--- src/rtl/bblc_pkg.sv ---
// ----------------------------------------------------------------------------
// bblc_pkg
// Types and constants of the byte-budget LRU texture cache.
// ----------------------------------------------------------------------------
package bblc_pkg;

    localparam logic        REG_BUDGET_IDX = 1'b0;
    localparam logic [31:0] BUDGET_RESET   = 32'd268435456;

    typedef struct packed {
        logic [10:0] tex_width;
        logic [10:0] tex_height;
        logic [7:0]  tex_format;
        logic [3:0]  mip_levels;
        logic [63:0] texel_digest;
        logic [1:0]  pal_format;
        logic [14:0] pal_entries;
        logic [63:0] pal_digest;
    } t_key;

    typedef struct packed {
        t_key        key;
        logic [23:0] size;
    } t_entry;

    typedef struct packed {
        logic [10:0] tex_width;
        logic [10:0] tex_height;
        logic [7:0]  tex_format;
        logic [3:0]  mip_levels;
        logic [63:0] texel_digest;
        logic [1:0]  pal_format;
        logic [14:0] pal_entries;
        logic [63:0] pal_digest;
        logic [23:0] entry_bytes;
        logic        may_cache;
    } t_req;

    typedef struct packed {
        logic        hit;
        logic [5:0]  slot;
        logic        stored;
        logic [6:0]  evictions;
        logic [32:0] bytes_in_use;
    } t_rsp;

    typedef enum logic [3:0] {
        S_IDLE,
        S_SCAN,
        S_DECIDE,
        S_ADV,
        S_SWEEP,
        S_STAMP,
        S_CHECK,
        S_SCAN2,
        S_DROP,
        S_RESULT
    } t_state;

    typedef struct packed {
        logic load;
        logic scan_start;
        logic take_found;
        logic take_free;
        logic evict_full;
        logic tick;
        logic sweep_start;
        logic write_stamp;
        logic write_entry;
        logic drop_old;
        logic out_load;
    } t_dp_cmd;

    typedef struct packed {
        logic cacheable;
        logic found;
        logic free_found;
        logic old_found;
        logic fits;
        logic over;
        logic wrap_next;
        logic is_hit;
        logic scan_busy;
        logic sweep_busy;
    } t_dp_sts;

endpackage

--- src/rtl/bblc_ctrl.sv ---
// ----------------------------------------------------------------------------
// bblc_ctrl
// Sequencer that steps the datapath through lookup, insertion and eviction.
// ----------------------------------------------------------------------------
module bblc_ctrl (
    input  logic               i_clk,
    input  logic               i_rst_n,
    input  logic               i_in_valid,
    output logic               o_in_ready,
    input  logic               i_out_ready,
    output logic               o_out_valid,
    input  bblc_pkg::t_dp_sts  i_sts,
    output bblc_pkg::t_dp_cmd  o_cmd
);

    bblc_pkg::t_state r_state, n_state;
    logic             r_out_vld, n_out_vld;

    always_ff @(posedge i_clk) begin
        if (!i_rst_n) begin
            r_state   <= bblc_pkg::S_IDLE;
            r_out_vld <= 1'b0;
        end else begin
            r_state   <= n_state;
            r_out_vld <= n_out_vld;
        end
    end

    always_comb begin
        n_state    = r_state;
        o_cmd      = '0;
        o_in_ready = 1'b0;
        n_out_vld  = r_out_vld && !i_out_ready;
        unique case (r_state)
            bblc_pkg::S_IDLE: begin
                o_in_ready = 1'b1;
                if (i_in_valid) begin
                    o_cmd.load       = 1'b1;
                    o_cmd.scan_start = 1'b1;
                    n_state          = bblc_pkg::S_SCAN;
                end
            end
            bblc_pkg::S_SCAN: begin
                if (!i_sts.scan_busy) begin
                    n_state = bblc_pkg::S_DECIDE;
                end
            end
            bblc_pkg::S_DECIDE: begin
                priority if (!i_sts.cacheable) begin
                    n_state = bblc_pkg::S_RESULT;
                end else if (i_sts.found) begin
                    o_cmd.take_found = 1'b1;
                    n_state          = bblc_pkg::S_ADV;
                end else if (!i_sts.fits) begin
                    n_state = bblc_pkg::S_RESULT;
                end else if (i_sts.free_found) begin
                    o_cmd.take_free = 1'b1;
                    n_state         = bblc_pkg::S_ADV;
                end else begin
                    o_cmd.evict_full = 1'b1;
                    n_state          = bblc_pkg::S_ADV;
                end
            end
            bblc_pkg::S_ADV: begin
                if (i_sts.wrap_next) begin
                    o_cmd.sweep_start = 1'b1;
                    n_state           = bblc_pkg::S_SWEEP;
                end else begin
                    o_cmd.tick = 1'b1;
                    n_state    = bblc_pkg::S_STAMP;
                end
            end
            bblc_pkg::S_SWEEP: begin
                if (!i_sts.sweep_busy) begin
                    n_state = bblc_pkg::S_STAMP;
                end
            end
            bblc_pkg::S_STAMP: begin
                o_cmd.write_stamp = 1'b1;
                if (i_sts.is_hit) begin
                    n_state = bblc_pkg::S_RESULT;
                end else begin
                    o_cmd.write_entry = 1'b1;
                    n_state           = bblc_pkg::S_CHECK;
                end
            end
            bblc_pkg::S_CHECK: begin
                if (i_sts.over) begin
                    o_cmd.scan_start = 1'b1;
                    n_state          = bblc_pkg::S_SCAN2;
                end else begin
                    n_state = bblc_pkg::S_RESULT;
                end
            end
            bblc_pkg::S_SCAN2: begin
                if (!i_sts.scan_busy) begin
                    n_state = i_sts.old_found ? bblc_pkg::S_DROP : bblc_pkg::S_RESULT;
                end
            end
            bblc_pkg::S_DROP: begin
                o_cmd.drop_old = 1'b1;
                n_state        = bblc_pkg::S_CHECK;
            end
            bblc_pkg::S_RESULT: begin
                if (!r_out_vld || i_out_ready) begin
                    o_cmd.out_load = 1'b1;
                    n_out_vld      = 1'b1;
                    n_state        = bblc_pkg::S_IDLE;
                end
            end
            default: begin
                n_state = bblc_pkg::S_IDLE;
            end
        endcase
    end

    assign o_out_valid = r_out_vld;

endmodule

--- config.mk ---
export PLATFORM = sky130hd
export DESIGN_NAME = bblc_ctrl
export DESIGN_NICKNAME = d
export VERILOG_FILES = /design/src/rtl/bblc_pkg.sv /design/src/rtl/bblc_ctrl.sv
export SDC_FILE = /design/constraint.sdc
export NUM_CORES = 1
export LEC_CHECK = 0
export ABC_AREA = 1
export BUFFER_PORTS_ARGS = -buffer_cell sky130_fd_sc_hd__buf_2
export CAP_MARGIN = 40
export CORE_UTILIZATION = 39
export DETAILED_ROUTE_END_ITERATION = 7
export GPL_ROUTABILITY_DRIVEN = 0
export MAX_ROUTING_LAYER = met4
export PLACE_DENSITY = 0.7
export SLEW_MARGIN = 20
export SYNTH_ARGS = -nofsm -noshare
export SYNTH_HDL_FRONTEND = slang
export SYNTH_SLANG_ARGS = --single-unit
--- constraint.sdc ---
create_clock -name i_clk -period 1.3 [get_ports i_clk]
set_clock_uncertainty 0.15 [all_clocks]
set_input_delay 0.065 -clock i_clk [delete_from_list [all_inputs] [get_ports i_clk]]
set_output_delay 0.065 -clock i_clk [all_outputs]
set_load 0.02 [all_outputs]
==> run summary, run 1 <==
Status: did not finish
Failing step: global routing (5_1_grt)
Tool Error: [ERROR DPL-0033] detailed placement checks failed during check placement.
Yosys top cell area share: 18.7%
Standard-cell rows: 12
CTS Buf Count: 3
Worst EP kind: primary output
DP Area: 787 um^2
# IOs: 27
Clock sinks: 5
Leading post-synthesis cells by cell area: dfxtp_1 19%, nand2_1 18%, inv_1 13%
Placed Cells: 148
IO Port Bufs: 26
Detail Placement HPWL: 1240 um
Clk buf depth: 2
Syn_area_per_cell: 5.40 um^2
Synth Cell Area: 534 um^2
Sequential fraction of the synthesis area: 18.7%
Die X: 39.0 um
Max H-tree Level: 1
Syn Inst Count: 99
Syn. warnings: 0
Root Buffer: clkbuf_4
Yosys top cell by area: dfxtp_1
Die height: 39.0 um
Post-synthesis register bit count: 5
Net count after synthesis: 113
Library cells used by synthesis: 17
Initial core utilization: 45.0%
Initial antenna violation count: 0
Worst_ep grt: o_cmd[2]
Largest net degree at the start of global routing: 9
what timing repair did:
| action | 4_1_cts |
|---|---|
| hold buffers | 1 |
| gates resized for setup | 31 |
| endpoints found under the setup margin | 16 |
| buffers inserted | 6 |
| endpoints found under the hold margin | 5 |
| pin swaps | 6 |
cells in the mapped netlist:
| library cell | n |
|---|---|
| a21oi_2 | 1 |
| nand2_1 | 26 |
| o21ai_1 | 1 |
| nor3_1 | 1 |
| nor2_2 | 4 |
| nor4_1 | 1 |
| nand3b_1 | 2 |
| dfxtp_1 | 5 |
| nor2_1 | 18 |
| nor2_4 | 2 |
| nand3_2 | 3 |
| inv_1 | 18 |
| nand2_2 | 2 |
| inv_2 | 3 |
| o21ai_0 | 1 |
| a21oi_1 | 3 |
| nand3_1 | 8 |
metrics by stage:
| step | setup WS [ns] | utilization (%) | TNS [ns] | hold slack [ns] |
|---|---|---|---|---|
| floorplan | -0.0213 | - | -0.0403 | 0.0313 |
| global placement | -0.142 | 66.4 | -0.519 | 0.191 |
| detailed placement | -0.158 | 66.4 | -0.639 | 0.195 |
| CTS | -0.173 | 80.4 | -1.88 | -0.0490 |
logic make-up after synthesis:
kind of cell           after synthesis  share of synthesized area [%]
buffers and inverters               21                           14.8
AOI/OAI and AO/OA                    6                           6.32
and+or+nand+nor                     67                           60.2
DFF                                  5                           18.7
==> inputs of run 2 (changes only) <==
- CORE_AREA: default -> 2 2 63 65
- CORE_UTILIZATION: 39 -> default
- DIE_AREA: default -> 0 0 65 67
- MAX_ROUTING_LAYER: met4 -> default
- PLACE_DENSITY: 0.7 -> default
- PLACE_DENSITY_LB_ADDON: default -> 0.15
- clock period: 1.3 -> 1.69 ns (I/O delays scaled with it)
==> run summary, run 2 <==
Status: completed
Minimum clock period after layout: 1.57 ns
Setup Buffers After CTS: 0 (-6)
Via count: 657
RR Startpoint: r_state[2]$_SDFFE_PN0P_
Syn Inst Count: 99 (unchanged)
IO Port Bufs: 26 (unchanged)
Largest net degree at the start of global routing: 9
Final Net Count: 144
Dpl ws: 0.141 ns (+0.299 ns)
Drt drc: 0
First-pass GRT wire length: 2500 um
Biggest register: r_state
Flop-to-flop setup slack: 0.12 ns
Largest register FFs: 4
Yosys top cell by area: dfxtp_1
Worst hold path cell count: 4
Critical Path AT: 1.52 ns
Gr ovfl total: 0
Min-Delay Endpoint: o_out_valid$_SDFF_PN0_
Achievable clock frequency: 636 MHz
Critical Path Max Stage Delay: 0.42 ns
WP data required: 1.64 ns
Tot GR Track Use: 7.47%
Number of global-route vias before repair: 606
Standard-cell rows: 22 (+10)
# IOs: 27 (unchanged)
Hold crit path type: in -> reg
# diodes: 0
Switching power: 271 uW
Final WS setup: 0.118 ns
Crit Path Class: reg -> reg
Synth Cell Area: 534 um^2 (unchanged)
Wire per inst: 9.03 um
Sequential group share of total power: 24.4%
Layout cells sized above 1: 35.7%
Sw frac: 40.7%
WHS: 0.00576 ns
Max Cap Viol: 0
Library cells used by synthesis: 17 (unchanged)
Leakage: 0.000460 uW
Synth cell count leaders: 26 x nand2_1, 18 x inv_1, 18 x nor2_1
Internal power: 395 uW
Net count after synthesis: 113 (unchanged)
Most frequent cell after synthesis: nand2_1
Post-layout util: 21.7%
Antenna-violating nets left: 0
First-pass DRT Iterations: 4
Syn. warnings: 0 (unchanged)
Clock transition at the registers of the reported paths: 0.03 ns
Detail Placement HPWL: 1410 um (+14%)
Combinational group share of total power: 43.5%
Final Hold Vio Count: 0
Area growth, synth to finish: 46.4%
Full die area: 0.00436 mm^2
Final Setup Violations: 0
Tcrit/Tclk final: 93.0%
RSZ-0062 raised after global routing: true
Initial core utilization: 14.8% (-30 points)
Tot Pwr: 665 uW
Crit-path cells: inv_2 -> nor2_4 -> nand2_1 -> nand2_1 -> nand2_1 -> nand3_2 -> nor2_1 -> nor2_1 -> nor2_1
Leading post-synthesis cells by cell area: dfxtp_1 19%, nand2_1 18%, inv_1 13%
RR Endpoint: r_state[2]$_SDFFE_PN0P_
EDFF count, synth: 0 (unchanged)
Max VDD drop: 0.298 mV
Register-to-Register Path Depth: 9
Worst-skew pair later-pin latency: 0.21 ns
CP max-delay cell: dfxtp_1
Peak fanout along the critical path: 8
Clock power frac: 32.1%
Root Buffer: clkbuf_8
Vias per cell: 3.71
Top FF cell, synth: dfxtp_1
TritonCTS clock tree: yes
PwrDens: 851 mW/mm^2
Die height: 67 um (+72%)
Hold bufs inserted after CTS: 0 (-1)
Hold path start: i_out_ready
First DRT Iteration DRCs: 33
Slew @ Worst Pin: 0.283 ns
CP endpoint kind: register
Final WL: 1600 um
Type of origin of the critical path: register
Clk buf depth: 2 (unchanged)
Post-synthesis register bit count: 5 (unchanged)
Sequential fraction of the synthesis area: 18.7% (unchanged)
Syn_area_per_cell: 5.40 um^2 (unchanged)
Initial antenna violation count: 0
Die X: 65 um (+67%)
Rel. slew slack: 81.1%
Yosys top cell area share: 18.7% (unchanged)
CTS Buf Count: 3 (unchanged)
Pins Over Slew Limit: 0
Clock sinks: 5 (unchanged)
Most frequent cells in the layout: 26 x nand2_1, 26 x buf_2, 18 x inv_1, 18 x nor2_1, 8 x nand3_1
Core area: 0.00361 mm^2
Asr flop ratio synth: 0% (unchanged)
Max H-tree Level: 1 (unchanged)
Setup TNS: 0 ns
-- run 2: cell counts after synthesis --
No cell type changed its count.
-- run 2: worst max-delay path by stage --
stage	start	endpoint	slack (ns)
final	r_state[2]$_SDFFE_PN0P_	r_state[2]$_SDFFE_PN0P_	0.12
after global routing	r_state[2]$_SDFFE_PN0P_	r_state[2]$_SDFFE_PN0P_	-0.004
after CTS	r_state[1]$_SDFFE_PN0P_	o_cmd[6]	0.03
after detailed placement	r_state[2]$_SDFFE_PN0P_	r_state[2]$_SDFFE_PN0P_	0.14
after global placement	r_state[0]$_SDFFE_PN0P_	r_state[2]$_SDFFE_PN0P_	0.12
after floorplan	r_state[1]$_SDFFE_PN0P_	o_cmd[6]	0.10
-- run 2: final cells by class --
cell class,instances,area [um^2]
clock buffer,4,45.0
sequential,5,103
fill,439,2820
timing repair buffer,26,130
multi-input combinational,73,365
tap,48,60.1
inverter,21,78.8
-- run 2: cell families (layout without fill, tap and decap cells) --
logic type / after synthesis / in the layout / synth area share (%)
and+or+nand+nor: 67 / 67 / 60.2
DFF: 5 / 5 / 18.7
AOI/OAI and AO/OA: 6 / 6 / 6.32
buffers and inverters: 21 / 51 / 14.8
-- run 2: stage by stage --
step,std cells,area (um^2)
finish,177,782
global route,177,782
CTS,177,769
detailed placement,173,724
global placement,173,724
floorplan,99,534
-- run 2: per-layer routing --
metal / up-vias / track usage (%) / wire length (um) / part of all wire [%]
li1: 365 / - / - / -
met1: 268 / 9.05 / 738 / 46
met2: 24 / 12.8 / 727 / 45
met3: 0 / 2.53 / 133 / 8.3
met4: 0 / 1.60 / 0 / 0
met5: - / 0 / 0 / 0
-- run 2: timing repair --
item                       4_1_cts  5_1_grt
hold endpoints to repair         0        0
setup endpoints to repair        0        3
gates resized for setup          0        4
-- run 2: power by group through the flow --
stage / Combinational, uW / Sequential, uW / Clock (uW)
floorplan: 208 / 153 / 0
global placement: 293 / 157 / 0
detailed placement: 291 / 158 / 0
CTS: 292 / 156 / 220
global route: 325 / 165 / 229
finish: 289 / 162 / 214
-- run 2: worst max-delay path: cells and delay by family, from the launching register on --
family | cells | cell delay, ns
buffers and inverters | 1 | 0.08
flip-flops | 1 | 0.42
AND/OR/NAND/NOR | 8 | 0.81
No activity file was read; power rests on OpenSTA's default activity.
